## src/sv/cbrd_pkg.sv

```systemverilog
// ----------------------------------------------------------------------------
// cbrd_pkg
// Shared widths, types, register codes and helpers of the bank register decoder.
// ----------------------------------------------------------------------------
package cbrd_pkg;

	localparam int ADDR_W   = 16;
	localparam int DATA_W   = 8;
	localparam int PRG_W    = 4;
	localparam int MIRROR_W = 2;
	localparam int PAT_W    = 8;
	localparam int NUM_PRG  = 2;
	localparam int NUM_PAT  = 8;
	localparam int CFG_IDX_W = 2;
	localparam int CFG_DATA_W = 8;

	// top address nibble decodes
	localparam logic [3:0] TOP_PRG0      = 4'h8;
	localparam logic [3:0] TOP_MIRROR    = 4'h9;
	localparam logic [3:0] TOP_PRG1      = 4'hA;
	localparam logic [3:0] TOP_PAT_FIRST = 4'hB;
	localparam logic [3:0] TOP_PAT_LAST  = 4'hE;

	localparam logic [7:0] PRG_MAX_RST = 8'd15;
	localparam logic [7:0] CHR_MAX_RST = 8'd255;

	typedef enum logic [CFG_IDX_W-1:0] {
		CFG_REVISION = 2'd0,
		CFG_PRG_MAX  = 2'd1,
		CFG_CHR_MAX  = 2'd2
	} cfg_idx_t;

	typedef logic [ADDR_W-1:0] addr_t;
	typedef logic [DATA_W-1:0] data_t;

	typedef struct packed {
		logic [NUM_PRG-1:0][PRG_W-1:0] prg;
		logic [MIRROR_W-1:0]           mirror;
		logic [NUM_PAT-1:0][PAT_W-1:0] pat;
	} bank_state_t;

	// a bank above its maximum is masked by the maximum
	function automatic logic [7:0] limit_bank(input logic [7:0] v, input logic [7:0] mx);
		return (v > mx) ? (v & mx) : v;
	endfunction

	function automatic bank_state_t reset_state();
		bank_state_t s;
		s.prg    = '0;
		s.mirror = '0;
		for (int i = 0; i < NUM_PAT; i++) begin
			s.pat[i] = PAT_W'(i);
		end
		return s;
	endfunction

endpackage

```

## src/sv/cbrd_if.sv

```systemverilog
// ----------------------------------------------------------------------------
// cbrd channel interfaces
// Valid/ready channels for CPU write items and bank result items.
// ----------------------------------------------------------------------------
interface cbrd_in_if import cbrd_pkg::*; ();
	logic  valid;
	logic  ready;
	addr_t cpu_address;
	data_t write_data;

	modport source (output valid, cpu_address, write_data, input ready);
	modport sink   (input valid, cpu_address, write_data, output ready);
endinterface

interface cbrd_out_if import cbrd_pkg::*; ();
	logic                valid;
	logic                ready;
	logic [PRG_W-1:0]    prg_bank_first;
	logic [PRG_W-1:0]    prg_bank_second;
	logic [MIRROR_W-1:0] mirror_mode;
	logic [PAT_W-1:0]    pattern_bank_0;
	logic [PAT_W-1:0]    pattern_bank_1;
	logic [PAT_W-1:0]    pattern_bank_2;
	logic [PAT_W-1:0]    pattern_bank_3;
	logic [PAT_W-1:0]    pattern_bank_4;
	logic [PAT_W-1:0]    pattern_bank_5;
	logic [PAT_W-1:0]    pattern_bank_6;
	logic [PAT_W-1:0]    pattern_bank_7;

	modport source (output valid, prg_bank_first, prg_bank_second, mirror_mode,
		pattern_bank_0, pattern_bank_1, pattern_bank_2, pattern_bank_3,
		pattern_bank_4, pattern_bank_5, pattern_bank_6, pattern_bank_7,
		input ready);
	modport sink (input valid, prg_bank_first, prg_bank_second, mirror_mode,
		pattern_bank_0, pattern_bank_1, pattern_bank_2, pattern_bank_3,
		pattern_bank_4, pattern_bank_5, pattern_bank_6, pattern_bank_7,
		output ready);
endinterface

```

## src/sv/cbrd_bank_update.sv

```systemverilog
// ----------------------------------------------------------------------------
// cbrd_bank_update
// Decodes one CPU write and computes the next banking register file.
// ----------------------------------------------------------------------------
module cbrd_bank_update import cbrd_pkg::*; (
	input  logic        revision,
	input  logic [7:0]  prg_bank_max,
	input  logic [7:0]  chr_bank_max,
	input  addr_t       cpu_address,
	input  data_t       write_data,
	input  bank_state_t cur,
	output bank_state_t nxt
);

	logic [3:0]       top;
	logic             a0;
	logic             a1;
	logic [3:0]       pat_ofs;
	logic [2:0]       slot;
	logic [3:0]       nib;
	logic [PAT_W-1:0] pat_merged;
	logic [PRG_W-1:0] prg_lim;

	assign top = cpu_address[15:12];

	// revision 1 boards swap A0 and A1
	assign a0 = revision ? cpu_address[1] : cpu_address[0];
	assign a1 = revision ? cpu_address[0] : cpu_address[1];

	assign pat_ofs = top - TOP_PAT_FIRST;
	assign slot    = {pat_ofs[1:0], a1};
	assign nib     = revision ? write_data[4:1] : write_data[3:0];

	assign pat_merged = a0 ? {nib, cur.pat[slot][3:0]} : {cur.pat[slot][7:4], nib};
	assign prg_lim    = PRG_W'(limit_bank({4'b0, write_data[3:0]}, prg_bank_max));

	always_comb begin
		nxt = cur;
		priority if (top == TOP_PRG0) begin
			nxt.prg[0] = prg_lim;
		end else if (top == TOP_PRG1) begin
			nxt.prg[1] = prg_lim;
		end else if (top == TOP_MIRROR) begin
			nxt.mirror = write_data[MIRROR_W-1:0];
		end else if (top >= TOP_PAT_FIRST && top <= TOP_PAT_LAST) begin
			nxt.pat[slot] = limit_bank(pat_merged, chr_bank_max);
		end else begin
			nxt = cur;
		end
	end

endmodule

```

## src/sv/cartridge_bank_register_decoder_core.sv

```systemverilog
// ----------------------------------------------------------------------------
// cartridge_bank_register_decoder_core
// Bank switching register file driven by CPU writes; returns all banks per write.
// ----------------------------------------------------------------------------
// A write item passes the input register, then the register file. Throughput: one
// item per cycle unless results stall; the input register feeds the bank update
// logic, which loads the register file that doubles as the result register.
// Reset: banks clear to zero, pattern bank i to i, revision 0, program max 15,
// pattern max 255; both channels come up empty.
module cartridge_bank_register_decoder_core import cbrd_pkg::*; (
	input  logic                  clk,
	input  logic                  arst_n,
	input  logic                  cfg_write_en,
	input  logic [CFG_IDX_W-1:0]  cfg_index,
	input  logic [CFG_DATA_W-1:0] cfg_data,
	cbrd_in_if.sink               in_ch,
	cbrd_out_if.source            out_ch
);

	logic        revision_q;
	logic [7:0]  prg_max_q;
	logic [7:0]  chr_max_q;

	logic        valid_s1;
	addr_t       addr_s1;
	data_t       data_s1;

	bank_state_t state_q;
	bank_state_t state_nxt;
	logic        out_valid_q;
	logic        advance;

	// the register file is only updated when the result slot is free
	assign advance      = valid_s1 && (!out_valid_q || out_ch.ready);
	assign in_ch.ready  = !valid_s1 || advance;

	always_ff @(posedge clk or negedge arst_n) begin
		if (!arst_n) begin
			revision_q <= 1'b0;
			prg_max_q  <= PRG_MAX_RST;
			chr_max_q  <= CHR_MAX_RST;
		end else if (cfg_write_en) begin
			unique case (cfg_idx_t'(cfg_index))
				CFG_REVISION: revision_q <= cfg_data[0];
				CFG_PRG_MAX:  prg_max_q  <= cfg_data;
				CFG_CHR_MAX:  chr_max_q  <= cfg_data;
				default:      ;
			endcase
		end
	end

	always_ff @(posedge clk or negedge arst_n) begin
		if (!arst_n) begin
			valid_s1 <= 1'b0;
		end else if (in_ch.ready) begin
			valid_s1 <= in_ch.valid;
		end
	end

	always_ff @(posedge clk) begin
		if (in_ch.valid && in_ch.ready) begin
			addr_s1 <= in_ch.cpu_address;
			data_s1 <= in_ch.write_data;
		end
	end

	cbrd_bank_update u_update (
		.revision     (revision_q),
		.prg_bank_max (prg_max_q),
		.chr_bank_max (chr_max_q),
		.cpu_address  (addr_s1),
		.write_data   (data_s1),
		.cur          (state_q),
		.nxt          (state_nxt)
	);

	always_ff @(posedge clk or negedge arst_n) begin
		if (!arst_n) begin
			state_q     <= reset_state();
			out_valid_q <= 1'b0;
		end else begin
			if (advance) begin
				state_q <= state_nxt;
			end
			if (advance) begin
				out_valid_q <= 1'b1;
			end else if (out_ch.ready) begin
				out_valid_q <= 1'b0;
			end
		end
	end

	assign out_ch.valid           = out_valid_q;
	assign out_ch.prg_bank_first  = state_q.prg[0];
	assign out_ch.prg_bank_second = state_q.prg[1];
	assign out_ch.mirror_mode     = state_q.mirror;
	assign out_ch.pattern_bank_0  = state_q.pat[0];
	assign out_ch.pattern_bank_1  = state_q.pat[1];
	assign out_ch.pattern_bank_2  = state_q.pat[2];
	assign out_ch.pattern_bank_3  = state_q.pat[3];
	assign out_ch.pattern_bank_4  = state_q.pat[4];
	assign out_ch.pattern_bank_5  = state_q.pat[5];
	assign out_ch.pattern_bank_6  = state_q.pat[6];
	assign out_ch.pattern_bank_7  = state_q.pat[7];

endmodule

```

## src/flat_wrapper.sv

```systemverilog
// flat-port wrapper written by rule: the top's interface ports become plain ports
module cartridge_bank_register_decoder_core_flat import cbrd_pkg::*;
  (clk, arst_n, cfg_write_en, cfg_index, cfg_data, in_ch_valid, in_ch_cpu_address, in_ch_write_data, in_ch_ready, out_ch_valid, out_ch_prg_bank_first, out_ch_prg_bank_second, out_ch_mirror_mode, out_ch_pattern_bank_0, out_ch_pattern_bank_1, out_ch_pattern_bank_2, out_ch_pattern_bank_3, out_ch_pattern_bank_4, out_ch_pattern_bank_5, out_ch_pattern_bank_6, out_ch_pattern_bank_7, out_ch_ready);
  cbrd_in_if in_ch_i ();
  cbrd_out_if out_ch_i ();
  input  logic clk;
  input  logic arst_n;
  input  logic cfg_write_en;
  input  logic [CFG_IDX_W-1:0] cfg_index;
  input  logic [CFG_DATA_W-1:0] cfg_data;
  input wire logic [$bits(in_ch_i.valid)-1:0] in_ch_valid;
  input wire logic [$bits(in_ch_i.cpu_address)-1:0] in_ch_cpu_address;
  input wire logic [$bits(in_ch_i.write_data)-1:0] in_ch_write_data;
  output wire logic [$bits(in_ch_i.ready)-1:0] in_ch_ready;
  output wire logic [$bits(out_ch_i.valid)-1:0] out_ch_valid;
  output wire logic [$bits(out_ch_i.prg_bank_first)-1:0] out_ch_prg_bank_first;
  output wire logic [$bits(out_ch_i.prg_bank_second)-1:0] out_ch_prg_bank_second;
  output wire logic [$bits(out_ch_i.mirror_mode)-1:0] out_ch_mirror_mode;
  output wire logic [$bits(out_ch_i.pattern_bank_0)-1:0] out_ch_pattern_bank_0;
  output wire logic [$bits(out_ch_i.pattern_bank_1)-1:0] out_ch_pattern_bank_1;
  output wire logic [$bits(out_ch_i.pattern_bank_2)-1:0] out_ch_pattern_bank_2;
  output wire logic [$bits(out_ch_i.pattern_bank_3)-1:0] out_ch_pattern_bank_3;
  output wire logic [$bits(out_ch_i.pattern_bank_4)-1:0] out_ch_pattern_bank_4;
  output wire logic [$bits(out_ch_i.pattern_bank_5)-1:0] out_ch_pattern_bank_5;
  output wire logic [$bits(out_ch_i.pattern_bank_6)-1:0] out_ch_pattern_bank_6;
  output wire logic [$bits(out_ch_i.pattern_bank_7)-1:0] out_ch_pattern_bank_7;
  input wire logic [$bits(out_ch_i.ready)-1:0] out_ch_ready;
  assign in_ch_i.valid = in_ch_valid;
  assign in_ch_i.cpu_address = in_ch_cpu_address;
  assign in_ch_i.write_data = in_ch_write_data;
  assign in_ch_ready = in_ch_i.ready;
  assign out_ch_valid = out_ch_i.valid;
  assign out_ch_prg_bank_first = out_ch_i.prg_bank_first;
  assign out_ch_prg_bank_second = out_ch_i.prg_bank_second;
  assign out_ch_mirror_mode = out_ch_i.mirror_mode;
  assign out_ch_pattern_bank_0 = out_ch_i.pattern_bank_0;
  assign out_ch_pattern_bank_1 = out_ch_i.pattern_bank_1;
  assign out_ch_pattern_bank_2 = out_ch_i.pattern_bank_2;
  assign out_ch_pattern_bank_3 = out_ch_i.pattern_bank_3;
  assign out_ch_pattern_bank_4 = out_ch_i.pattern_bank_4;
  assign out_ch_pattern_bank_5 = out_ch_i.pattern_bank_5;
  assign out_ch_pattern_bank_6 = out_ch_i.pattern_bank_6;
  assign out_ch_pattern_bank_7 = out_ch_i.pattern_bank_7;
  assign out_ch_i.ready = out_ch_ready;
  cartridge_bank_register_decoder_core u_core (.clk(clk), .arst_n(arst_n), .cfg_write_en(cfg_write_en), .cfg_index(cfg_index), .cfg_data(cfg_data), .in_ch(in_ch_i), .out_ch(out_ch_i));
endmodule
```

## config.mk

```make
export PLATFORM = sky130hd
export DESIGN_NAME = cartridge_bank_register_decoder_core_flat
export DESIGN_NICKNAME = d
export VERILOG_FILES = /design/src/sv/cbrd_pkg.sv /design/src/sv/cbrd_if.sv /design/src/sv/cbrd_bank_update.sv /design/src/sv/cartridge_bank_register_decoder_core.sv /design/src/flat_wrapper.sv
export SDC_FILE = /design/constraint.sdc
export NUM_CORES = 1
export LEC_CHECK = 0
export BUFFER_PORTS_ARGS = -buffer_cell sky130_fd_sc_hd__buf_2
export CAP_MARGIN = 20
export CORE_ASPECT_RATIO = 0.5
export CORE_MARGIN = 3
export CORE_UTILIZATION = 25
export DETAILED_ROUTE_END_ITERATION = 8
export GPL_ROUTABILITY_DRIVEN = 0
export GPL_TIMING_DRIVEN = 0
export PLACE_DENSITY = 0.5
export SETUP_SLACK_MARGIN = 0.3
export SLEW_MARGIN = 20
export SYNTH_ARGS = -nofsm -noshare
export SYNTH_HDL_FRONTEND = slang
export SYNTH_HIERARCHICAL = 1
export SYNTH_SLANG_ARGS = --single-unit
```

## constraint.sdc

```tcl
create_clock -name clk -period 10.9 [get_ports clk]
set_input_delay 1.09 -clock clk [delete_from_list [all_inputs] [get_ports clk]]
set_output_delay 1.09 -clock clk [all_outputs]
set_load 0.005 [all_outputs]
```

==> flow_results.org, run 1 <==
** Run status
- The flow ran to the end, and the final reports show no timing, DRC or antenna violations.

** Critical path
- The worst register-to-register path begins at u_core/addr_s1[12]$_DFFE_PP_.
- Data on the critical path is required at its endpoint by about 11 ns.
- The setup check on the worst reg-to-reg path leaves a slack of between 5 and 6 ns.
- R2R depth :: 15
- Signal arrival time at the worst endpoint :: 5.51 ns
- STA classifies the critical path endpoint as a flop.
- Reg-to-Reg End :: u_core/out_ch.pattern_bank_5[6]$_DFFE_PN0P_
- Crit path launch :: u_core/addr_s1[12]$_DFFE_PP_
- The setup path with the least slack is of type flop to flop.
- The worst setup path is launched from a flop.
- Capturing element of the worst setup path :: u_core/out_ch.pattern_bank_5[6]$_DFFE_PN0P_
- CP max FO :: 10

** STA
- Final-report max-slew violation count :: 0
- Worst-margin pin slew :: 0.785 ns
- Max Clk Rate :: 190 MHz
- The number of endpoints with negative hold slack in the final report was 0.
- For the final routed database, the setup TNS stands at 0 ns.
- The worst path in the final design needs a cycle of about 5.3 ns, including I/O delays and setup.
- Setup violation total in the final timing report :: 0
- Final period utilization :: 48.3%
- Max-slew headroom at the worst pin :: 47.7%
- Setup repair after global routing left no endpoint under its margin.
- Clock skew :: 0.0110 ns

** Place
- Detailed placement HPWL :: 13.9 mm
- Placed instance area :: 7490 µm²
- Number of port buffers :: approximately 100

** Drt
- Mean number of vias per cell :: 4.55
- DR pass1 iterations :: 5
- Drt initial violations :: 218
- Remaining antenna violation count after routing :: 0
- Routed len/inst :: 18.2 µm
- Total number of vias :: 4630
- Remaining DRCs :: 0
- The routed design has 18.5 mm of wire.

** Clock tree
- Reg clk slew, reported paths :: 0.07 ns
- CTS built an H-tree with a depth of 3.
- Root buffer cell :: sky130_fd_sc_hd__clkbuf_16
- Clock Sink Count :: 104
- Once the clock tree was built, the setup fixing pass inserted 0 buffers.
- Post-cts resize count :: 0
- Hold buffers post-CTS :: 0
- TritonCTS built the clock tree.
- The clock passes through at most 2 buffers.
- TritonCTS created 9 clock buffers.
- At the later pin of the worst-skew pair, clock insertion delay measures 0.35 ns.

** Power and ir drop
- Worst IR drop on VDD :: 0.111 mV
- In this run the static leakage power is 3.63 nW.
- Power spread over the standard cell area amounts to ~260 nW/µm².

** Cells and area
- The finished cells cover slightly below 8000 µm².
- Of the cells placed in the final design, the portion with a size suffix greater than 1 is about two fifths.
- At the end of the flow, the number of nets in the layout was 739.
- 0 antenna diodes ended up in the layout.
- Compared with the post-synthesis result, the final layout area differs by 19.4%.
- Utilization of the core after routing :: 30.6%

** Logic synthesis
- Count of mapped cells out of synthesis :: 556
- After synthesis the cells add up to 6520 µm².
- Synthesized area divided by synthesized cell count :: between 10 and 15 µm²
- During synthesis, Yosys emitted a total of 6 warnings.
- Synthesis produced a netlist with a net count of between 600 and 700.

** Run
- Number of max-capacitance violations reported :: 0

** Global routing
- Summed over all layers, the global routing overflow is 0.
- In the global route stage, overall resource usage came out at between 10% and 20%.
- The initial antenna violation count was 0.
- Entering global routing, the biggest net connects 59 pins.
- The via count of the first global-routing pass came to 4679.
- The first global-routing pass estimated 28.5 mm of wire.

** Die
- Die extent in x :: 234 µm
- Starting Density :: around a quarter
- The die is 120 µm tall.
- Area of the placeable core :: 25400 µm²
- The die covers approximately 28000 µm².
- Top Ports :: 115
- FP Rows :: a little over 40

** Hold path
- The min-delay analysis places its worst path in the category flop to flop.
layout by cell type (no fill, tap or decap), types with 2 or more instances in the layout:
cell and instances:
sky130_fd_sc_hd__a21oi_1 66, sky130_fd_sc_hd__mux2_4 60, sky130_fd_sc_hd__o21ai_1 6, sky130_fd_sc_hd__clkbuf_16 9, sky130_fd_sc_hd__mux2_1 18, sky130_fd_sc_hd__buf_6 4
sky130_fd_sc_hd__mux2_2 30, sky130_fd_sc_hd__dfstp_2 24, sky130_fd_sc_hd__mux4_1 5, sky130_fd_sc_hd__o21a_1 3, sky130_fd_sc_hd__nand2b_1 7, sky130_fd_sc_hd__nor3_2 7
sky130_fd_sc_hd__nand3_1 3, sky130_fd_sc_hd__nor3_1 3, sky130_fd_sc_hd__edfxtp_1 11, sky130_fd_sc_hd__buf_2 108, sky130_fd_sc_hd__mux2i_1 5, sky130_fd_sc_hd__nor2b_1 2
sky130_fd_sc_hd__nand3b_1 6, sky130_fd_sc_hd__o31a_1 2, sky130_fd_sc_hd__nand4_1 3, sky130_fd_sc_hd__dfrtp_1 69, sky130_fd_sc_hd__nor2_1 87, sky130_fd_sc_hd__inv_1 15
sky130_fd_sc_hd__o22ai_1 9, sky130_fd_sc_hd__and3_1 2, sky130_fd_sc_hd__mux4_2 3, sky130_fd_sc_hd__ha_1 31, sky130_fd_sc_hd__nand2_1 13, sky130_fd_sc_hd__clkbuf_1 6
sky130_fd_sc_hd__o21ai_0 6, sky130_fd_sc_hd__o32a_1 4, sky130_fd_sc_hd__a21oi_4 7, sky130_fd_sc_hd__a21oi_2 7, sky130_fd_sc_hd__buf_1 3, sky130_fd_sc_hd__buf_12 6
sky130_fd_sc_hd__or2_2 2
layer usage:
layer  GRT usage, %  up-vias  share of wire (%)
li1               -     2224                  -
met1           18.4     2352                 47
met2           22.2       52                 49
met3           2.52        2                3.6
met4           2.50        0               0.30
met5              0        -                  0
flip-flops by register name, indices dropped and copies added (netlist names), 4 cells and up:
name / cells
u_core/addr_s1: 6
u_core/out_ch.pattern_bank_0: 8
u_core/out_ch.pattern_bank_1: 8
u_core/out_ch.prg_bank_second: 4
u_core/out_ch.pattern_bank_7: 8
u_core/prg_max_q: 8
u_core/out_ch.pattern_bank_5: 8
u_core/out_ch.pattern_bank_4: 8
u_core/out_ch.pattern_bank_6: 8
u_core/data_s1: 5
u_core/out_ch.pattern_bank_2: 8
u_core/out_ch.pattern_bank_3: 8
u_core/out_ch.prg_bank_first: 4
u_core/chr_max_q: 8
power by group:
group,leakage (nW),total [mW],switching (mW),internal [mW]
clock network,0.140,0.326,0.141,0.185
logic,2.27,0.935,0.447,0.488
registers,1.22,0.738,0.170,0.568
total,3.63,2.00,0.758,1.24
metrics by stage:
stage	cells	setup slack, ns	hold slack [ns]	power (mW)
global route	1018	5.35	0.524	2.14
global placement	1001	5.67	0.489	1.67
CTS	1018	5.63	0.509	2.03
detailed placement	1002	5.62	0.495	1.69
floorplan	556	6.71	0.477	1.32
finish	1018	5.63	0.506	2.00
worst min-delay path by stage:
stage	from	endpoint	depth (start not counted)
after floorplan	u_core/valid_s1$_DFFE_PN0P_	u_core/out_ch.valid$_DFFE_PN0P_	1
after global placement	u_core/valid_s1$_DFFE_PN0P_	u_core/out_ch.valid$_DFFE_PN0P_	1
after detailed placement	u_core/prg_max_q[6]$_DFFE_PN0P_	u_core/prg_max_q[6]$_DFFE_PN0P_	1
after CTS	u_core/prg_max_q[6]$_DFFE_PN0P_	u_core/prg_max_q[6]$_DFFE_PN0P_	1
after global routing	u_core/prg_max_q[6]$_DFFE_PN0P_	u_core/prg_max_q[6]$_DFFE_PN0P_	1
final	u_core/prg_max_q[6]$_DFFE_PN0P_	u_core/prg_max_q[6]$_DFFE_PN0P_	1
area by class of cell:
| cell class | instances | area (µm²) |
|---|---|---|
| fill | 2633 | 17700 |
| timing repair buffer | 102 | 539 |
| clock buffer | 13 | 250 |
| sequential | 104 | 2690 |
| inverter | 15 | 56.3 |
| buffer | 26 | 244 |
| clock inverter | 3 | 43.8 |
| tap | 344 | 430 |
| multi-input combinational | 411 | 3530 |
worst max-delay path, cell delays in order, from the launching register on:
cell                       delay, ns
sky130_fd_sc_hd__edfxtp_1       0.52
sky130_fd_sc_hd__buf_1          0.52
sky130_fd_sc_hd__inv_1          0.20
sky130_fd_sc_hd__ha_1           0.41
sky130_fd_sc_hd__or3b_2         0.54
sky130_fd_sc_hd__o22ai_1        0.32
sky130_fd_sc_hd__nor2_1         0.14
sky130_fd_sc_hd__ha_1           0.33
sky130_fd_sc_hd__and4b_1        0.20
sky130_fd_sc_hd__a211oi_1       0.06
sky130_fd_sc_hd__o22ai_1        0.62
sky130_fd_sc_hd__buf_4          0.41
sky130_fd_sc_hd__nor3_2         0.09
sky130_fd_sc_hd__a21oi_4        0.37
sky130_fd_sc_hd__a21oi_1        0.14
sky130_fd_sc_hd__mux2_4         0.29
No activity file was read; power rests on OpenSTA's default activity.
==> run 2: changes to the inputs <==
==> constraint.sdc (replaced) <==
create_clock -name clk -period 4.98 [get_ports clk]
set_input_delay 0.498 -clock clk [delete_from_list [all_inputs] [get_ports clk]]
set_output_delay 0.498 -clock clk [all_outputs]
set_load 0.005 [all_outputs]
==> flow_results.org, run 2 (synthesis gave the netlist of run 1 again) <==
** Run status
- The flow ran to the end, and the final reports show no timing, DRC or antenna violations.

** Clock tree
- The clock latency on the worst-skew pair was 0.35 ns (about the same).
- Hold buffers post-CTS :: 0 (unchanged)
- The number of clock buffers inserted by TritonCTS was 9 (unchanged).
- Clock Sink Count :: 104 (unchanged)
- The clock-pin slew on the worst setup and hold paths came to 0.07 ns (about the same).
- TritonCTS clock tree :: yes
- The cell sitting at the root of the clock tree is a sky130_fd_sc_hd__clkbuf_16.
- The buffer levels on the longest clock path came to 2 (unchanged).
- Number of H-tree branching levels :: 3 (unchanged)

** Critical path
- Grouping stages by cell kind, the critical path spends the most delay in compound AO/OA/AOI/OAI gates.
- The required time of the critical path was 5.21 ns (-5.93 ns).
- Most frequent cell on the critical path :: sky130_fd_sc_hd__buf_6
- Signal arrival time at the worst endpoint :: 4.63 ns (-0.88 ns)
- The critical path buffer and inverter count came to 3 (unchanged).
- Number of logic stages on the critical path including buffering :: 14 (-1)
- The largest driver fanout on the critical path was 10 (unchanged).
- Worst Setup Start Kind :: flop
- The depth of the worst register-to-register path was 14 (-1).
- Series of cell instances along the critical path :: buf_6 -> mux2i_4 -> buf_6 -> mux2_1 -> o22ai_1 -> nor2_1 -> ha_1 -> a21o_1 -> a211oi_1 -> o22ai_2 -> buf_6 -> a21oi_4 -> a21oi_1 -> mux2_4
- Slowest stage cell on the critical path :: sky130_fd_sc_hd__mux2i_4
- Critical path class :: flop to flop
- The delay of the slowest critical-path stage is 0.54 ns (-0.08 ns).
- The worst setup path is captured at a flop.

** Power and ir drop
- Leakage component of the power :: 3.68 nW (+1.3%)
- Worst IR drop on VDD :: 0.272 mV (+150%)
- The power per unit of standard cell area was 571 nW/µm² (+120%).

** Die
- The effective utilization at floorplan was 25.6% (unchanged).
- The die outline height came to 120 µm (unchanged).
- The placeable core region is 25400 µm² (unchanged).
- The total number of placement rows came to 41 (unchanged).
- The width of the die came to 234 µm (unchanged).
- Top Ports :: 115 (unchanged)
- The die area came to 28200 µm² (unchanged).

** Cells and area
- Fraction of layout cells with a size suffix above 1 :: 42.4% (+0.81 points)
- Top library cells by usage in the layout, fill and taps aside :: sky130_fd_sc_hd__buf_2 (108), sky130_fd_sc_hd__nor2_1 (87), sky130_fd_sc_hd__dfrtp_1 (69)
- The count of nets after finishing came to 745 (+0.81%).
- The library cell used most frequently in the layout, excluding fill and tap cells, is sky130_fd_sc_hd__buf_2.
- The cell area after layout was 7880 µm² (+1.2%).
- Diodes inserted :: 0 (unchanged)
- Layout-stage area growth over the synthesis result :: 20.8%
- The count of fill cells added during filler insertion was 2629 (-0.15%).

** STA
- Clock skew :: 0.0133 ns (+0.00226 ns)
- Final period utilization :: 88.3% (+40 points)
- The number of max-slew violations in the final report came to 0 (unchanged).
- Setup repair after global routing missed its margin :: no
- Clock period minus final worst setup slack :: 4.40 ns (-0.871 ns)
- Number of failing hold endpoints at the final stage :: 0 (unchanged)
- Max-slew headroom at the worst pin :: 50.2% (+2.5 points)
- Max Clk Rate :: 227 MHz (+20%)
- The setup TNS came to 0 ns (unchanged).
- Worst-margin pin slew :: 0.745 ns (-0.0400 ns)
- The count of endpoints failing setup in the final report is 0 (unchanged).

** Global routing
- Pin count of the biggest net entering global routing :: 59 (unchanged)
- The via count of the first global-routing pass is 4688 (+0.19%).
- Total global routing overflow :: 0 (unchanged)
- The global-route usage over all layers is 13.5% (+0.056 points).
- Wire length of the first global-routing pass :: 28.5 mm (+0.27%)
- Number of antenna violations at the first check in global routing :: 0 (unchanged)

** Drt
- Remaining antenna violation count after routing :: 0 (unchanged)
- Total number of vias :: 4690 (+1.3%)
- The per-cell routed wire length came to 18.2 µm (+0.18%).
- The total DRC errors in the routed layout is 0 (unchanged).
- DR pass1 iterations :: 4 (-1)
- The mean number of vias per cell was 4.58 (+0.70%).
- Total Routed Length :: 18.7 mm (+0.77%)
- The violation count after the first detailed-routing iteration came to 212 (-2.8%).

** Place
- Number of port buffers :: 101 (unchanged)
- Placed instance area :: 7490 µm² (unchanged)
- The half-perimeter wire length after detailed placement is 13.9 mm (unchanged).

** Run
- The reported max-cap violation count came to 0 (unchanged).

** Hold path
- Path class of the lowest-slack min-delay path :: input port to async pin
[run 2: cell types whose count changed in the layout (fill, tap and decap cells not counted)]
cell | previous run | this run
sky130_fd_sc_hd__buf_6 | 4 | 5
sky130_fd_sc_hd__buf_4 | 1 | 4
sky130_fd_sc_hd__buf_1 | 3 | 2
sky130_fd_sc_hd__buf_12 | 6 | 8
sky130_fd_sc_hd__a21oi_4 | 7 | 8
sky130_fd_sc_hd__a21oi_2 | 7 | 6
sky130_fd_sc_hd__o22ai_2 | 0 | 1
sky130_fd_sc_hd__o22ai_1 | 9 | 8
sky130_fd_sc_hd__clkbuf_4 | 0 | 1
[run 2: area by class of cell]
class / instances / area (µm²) / share of cell area, %
tap: 344 / 430 / 5.47
buffer: 26 / 251 / 3.19
sequential: 104 / 2690 / 34.1
multi-input combinational: 411 / 3550 / 45.0
inverter: 15 / 56.3 / 0.715
clock inverter: 3 / 43.8 / 0.556
clock buffer: 13 / 250 / 3.18
timing repair buffer: 108 / 609 / 7.74
[run 2: through the flow]
stage | power (mW) | worst slack (ns) | utilization [%] | hold WS (ns) | cells
3_5_place_dp | 3.70 | -0.297 | 29.4 | 0.436 | 1002
5_1_grt | 4.80 | 0.326 | 31.0 | 0.0670 | 1024
2_1_floorplan | 2.90 | 0.792 | - | 0.202 | 556
6_report | 4.50 | 0.583 | 31.0 | 0.0459 | 1024
3_3_place_gp | 3.65 | -0.250 | 29.3 | 0.489 | 1001
4_1_cts | 4.45 | 0.345 | 30.7 | 0.0539 | 1018
[run 2: where the power goes]
group	internal, mW	switching (mW)	leakage [nW]
clock network	0.405	0.310	0.140
registers	1.24	0.372	1.22
logic	1.15	1.02	2.32
[run 2: worst paths after layout]
| check | start | end | slack [ns] |
|---|---|---|---|
| min reg2reg | u_core/prg_max_q[6]$_DFFE_PN0P_ | u_core/prg_max_q[6]$_DFFE_PN0P_ | 0.51 |
| max reg2reg | u_core/revision_q$_DFFE_PN0P_ | u_core/out_ch.pattern_bank_6[4]$_DFFE_PN0P_ | 0.58 |
| min | arst_n | u_core/out_ch.pattern_bank_7[4]$_DFFE_PN0P_ | 0.05 |
| max | u_core/revision_q$_DFFE_PN0P_ | u_core/out_ch.pattern_bank_6[4]$_DFFE_PN0P_ | 0.58 |
| max in group asynchronous | arst_n | u_core/out_ch.pattern_bank_2[1]$_DFFE_PN1P_ | 4.28 |
| min in group clk | in_ch_cpu_address[12] | u_core/addr_s1[12]$_DFFE_PP_ | 0.32 |
[run 2: what timing repair did]
item / CTS / global route
setup endpoints to repair: 64 / 64
resized for setup: 4 / 1
hold endpoints to repair: 0 / 0
pin swaps: 0 / 5
setup buffers: 0 / 6
[run 2: routing by layer]
layer	vias up	GRT usage (%)	share of wire (%)
li1	2236	-	-
met1	2347	18.5	47
met2	91	22.2	48
met3	16	2.66	4.3
met4	0	2.69	1.3
met5	-	0	0
==> run 3: changes to the inputs <==
--- a/config.mk
+++ b/config.mk
@@ -5,15 +5,16 @@
 export SDC_FILE = /design/constraint.sdc
 export NUM_CORES = 1
 export LEC_CHECK = 0
-export BUFFER_PORTS_ARGS = -buffer_cell sky130_fd_sc_hd__buf_2
+export BUFFER_PORTS_ARGS = -buffer_cell sky130_fd_sc_hd__clkbuf_2
 export CAP_MARGIN = 20
 export CORE_ASPECT_RATIO = 0.5
 export CORE_MARGIN = 3
-export CORE_UTILIZATION = 25
+export CORE_UTILIZATION = 35
 export DETAILED_ROUTE_END_ITERATION = 8
 export GPL_ROUTABILITY_DRIVEN = 0
 export GPL_TIMING_DRIVEN = 0
-export PLACE_DENSITY = 0.5
+export MAX_ROUTING_LAYER = met4
+export PLACE_DENSITY = 0.62
 export SETUP_SLACK_MARGIN = 0.3
 export SLEW_MARGIN = 20
 export SYNTH_ARGS = -nofsm -noshare
==> flow_results.org, run 3 (synthesis gave the netlist of run 1 again) <==
** Run status
- The flow ran to the end, and the final reports show no timing, DRC or antenna violations.

** Drt
- Total Routed Length :: 17.4 mm (-6.7%)
- The total DRC errors in the routed layout came to 0 (unchanged).
- The violation count after the first detailed-routing iteration was 335 (+58%).
- Remaining antenna violation count after routing :: 0 (unchanged)
- Routed len/inst :: 19.1 µm (+4.6%)
- The overall via count from detail_route came to 4739 (+1.0%).
- The length of the first detailed-routing pass in iterations is 5 (+1).
- The mean number of vias per cell was 5.19 (+13%).

** Cells and area
- Layout-stage area growth over the synthesis result :: 18.4%
- The count of nets after finishing is 744 (-0.13%).
- The number of antenna repair diodes came to 0 (unchanged).
- The utilization after layout is 43.3% (+12 points).
- Most common cell after layout, fill and taps aside :: sky130_fd_sc_hd__clkbuf_2
- The cell area after layout is 7720 µm² (-2.0%).
- Final standard cell count with taps included and fillers excluded :: 913 (-11%)
- The count of fill cells added during filler insertion is 1657 (-37%).
- The fraction of final layout cells sized beyond drive strength 1 is 42.7% (+0.36 points).
- Top library cells by usage in the layout, fill and taps aside :: sky130_fd_sc_hd__clkbuf_2 (101), sky130_fd_sc_hd__nor2_1 (87), sky130_fd_sc_hd__dfrtp_1 (69)
- Flip-flop and latch area :: 2690 µm² (unchanged)
- The area of combinational cells with multiple inputs is 3550 µm² (unchanged).

** STA
- Max-slew headroom at the worst pin :: 56.7% (+6.5 points)
- Slack of the critical path :: 0.562 ns (-0.0204 ns)
- Setup violation total in the final timing report :: 0 (unchanged)
- The minimum clock period after layout was 4.42 ns (+0.0204 ns).
- The highest clock frequency the design can meet was 226 MHz (-0.46%).
- The worst hold slack was 0.0348 ns (-0.0111 ns).
- Clock skew :: 0.0184 ns (+0.00506 ns)
- Final period utilization :: 88.7% (+0.41 points)
- The number of max-slew violations in the final report was 0 (unchanged).
- The slew at the pin closest to its max-slew limit is 0.647 ns (-0.0975 ns).
- Setup repair after global routing left no endpoint under its margin.
- The number of endpoints with negative hold slack in the final report was 0 (unchanged).

** Critical path
- Series of cell instances along the critical path :: buf_2 -> mux2i_4 -> mux4_1 -> o21ai_1 -> nor2_1 -> ha_1 -> nand2_1 -> o21a_1 -> o22ai_2 -> buf_4 -> nor3_2 -> a21oi_4 -> a21oi_1 -> mux2_4
- CP max FO :: 10 (unchanged)
- Critical path required time :: 5.22 ns (about the same)
- Kind of cell adding the most delay to the critical path :: multiplexers
- The worst setup path is launched from a flop.
- Signal arrival time at the worst endpoint :: 4.66 ns (+0.03 ns)
- The worst setup path is of the flop to flop kind.
- CP peak stage delay :: 0.72 ns (+0.18 ns)
- On the critical path, the stage with the largest delay is an instance of sky130_fd_sc_hd__mux4_1.
- The worst setup path is captured at a flop.
- Sum of buffers and inverters on the critical path :: 2 (-1)

** Place
- Placed Cells incl. Taps :: 892 (-11%)
- Detailed placement HPWL :: 12.9 mm (-6.9%)
- The worst-case setup slack after placement is -0.153 ns (+0.144 ns).
- The count of input and output buffers came to 101 (unchanged).
- The cell area reported after detailed placement was 7350 µm² (-1.8%).

** Power and ir drop
- Worst IR drop on VDD :: 0.237 mV (-13%)
- The static leakage came to 3.67 nW (-0.31%).
- Power Density :: 577 nW/µm² (+1.1%)

** Hold path
- The min-delay analysis places its worst path in the category input port to async pin.

** Die
- Total Die Area :: 20400 µm² (-28%)
- Die height :: 103 µm (-15%)
- The placeable core region came to 17800 µm² (-30%).
- The total number of placement rows was 34 (-17%).
- The width of the die is 199 µm (-15%).
- The effective utilization at floorplan came to 36.6% (+11 points).
- The number of ports placed on the die boundary is 115 (unchanged).

** Clock tree
- The tree is rooted in a sky130_fd_sc_hd__clkbuf_16.
- The clock latency on the worst-skew pair is 0.35 ns (about the same).
- The buffer levels on the longest clock path came to 2 (unchanged).
- The number of levels in the clock H-tree is 3 (unchanged).
- Number of CTS-inserted buffers :: 9 (unchanged)
- The TritonCTS sink count was 104 (unchanged).
- TritonCTS clock tree :: yes
- Reg clk slew, reported paths :: 0.08 ns (about the same)

** Global routing
- The first-pass GRT wire length was 27.1 mm (-5.1%).
- The global-route usage over all layers was 17.8% (+4.3 points).
- The overall overflow remaining after global route is 0 (unchanged).
- The maximum number of pins on one net before global-route repair was 67 (+14%).
- The via count of the first global-routing pass was 4771 (+1.8%).
- The initial antenna violation count was 0 (unchanged).

** Run
- The reported max-cap violation count was 0 (unchanged).
-- run 3: cell types whose count changed in the layout (fill, tap and decap cells not counted), sizes merged --
cell | previous run | this run
buf | 129 | 28
clkinvlp | 1 | 0
clkinv | 0 | 2
inv | 16 | 18
clkbuf | 18 | 115
-- run 3: timing repair --
| item | 4_1_cts | 5_1_grt |
|---|---|---|
| setup buffers | 0 | 5 |
| hold buffers | 0 | 0 |
| gates resized for setup | 2 | 1 |
| pin swaps | 0 | 3 |
| endpoints found under the setup margin | 64 | 64 |
-- run 3: layer usage --
layer	GRT usage, %	wire length [µm]	up-vias
li1	-	-	2230
met1	24.4	8500	2374
met2	27.4	7890	114
met3	3.43	821	21
met4	4.37	204	0
met5	-	0	-
-- run 3: stage by stage --
| stage | TNS, ns | total power [mW] |
|---|---|---|
| 3_5_place_dp | -1.94 | 3.67 |
| 2_1_floorplan | 0 | 2.90 |
| 4_1_cts | 0 | 4.44 |
| 3_3_place_gp | -0.330 | 3.60 |
| 6_report | 0 | 4.46 |
| 5_1_grt | 0 | 4.75 |
-- run 3: area by class of cell --
| cell class | instances | share of cell area (%) |
|---|---|---|
| Clock inverter | 6 | 0.956 |
| Clock buffer | 10 | 3.10 |
| Timing Repair Buffer | 107 | 7.50 |
| Inverter | 15 | 0.729 |
| Sequential cell | 104 | 34.8 |
| Multi-Input combinational cell | 411 | 45.9 |
| Tap cell | 234 | 3.79 |
| Buffer | 26 | 3.18 |
-- run 3: worst reg2reg max path, cell delays in order (launching register included) --
cell	delay, ns
sky130_fd_sc_hd__edfxtp_1	0.40
sky130_fd_sc_hd__buf_2	0.19
sky130_fd_sc_hd__mux2i_4	0.50
sky130_fd_sc_hd__mux4_1	0.73
sky130_fd_sc_hd__o21ai_1	0.32
sky130_fd_sc_hd__nor2_1	0.13
sky130_fd_sc_hd__ha_1	0.31
sky130_fd_sc_hd__nand2_1	0.05
sky130_fd_sc_hd__o21a_1	0.20
sky130_fd_sc_hd__o22ai_2	0.28
sky130_fd_sc_hd__buf_4	0.34
sky130_fd_sc_hd__nor3_2	0.09
sky130_fd_sc_hd__a21oi_4	0.36
sky130_fd_sc_hd__a21oi_1	0.13
sky130_fd_sc_hd__mux2_4	0.29
-- run 3: where the power goes --
group          internal, mW  switching (mW)  leakage (nW)
Clock                 0.412           0.338         0.156
Combinational          1.10           0.996          2.29
Sequential             1.24           0.368          1.22
Total                  2.75            1.70          3.67
-- run 3: worst paths after layout --
check	to	startpoint	cells after the start	slack [ns]
hold / removal	u_core/prg_max_q[6]$_DFFE_PN0P_	arst_n	1	0.03
setup / recovery	u_core/out_ch.pattern_bank_2[6]$_DFFE_PN0P_	u_core/addr_s1[1]$_DFFE_PP_	14	0.56
min in group clk	u_core/addr_s1[12]$_DFFE_PP_	in_ch_cpu_address[12]	1	0.32
hold reg to reg	u_core/out_ch.valid$_DFFE_PN0P_	u_core/valid_s1$_DFFE_PN0P_	1	0.51
max in group asynchronous	u_core/out_ch.pattern_bank_3[1]$_DFFE_PN1P_	arst_n	2	4.30
setup reg to reg	u_core/out_ch.pattern_bank_2[6]$_DFFE_PN0P_	u_core/addr_s1[1]$_DFFE_PP_	14	0.56
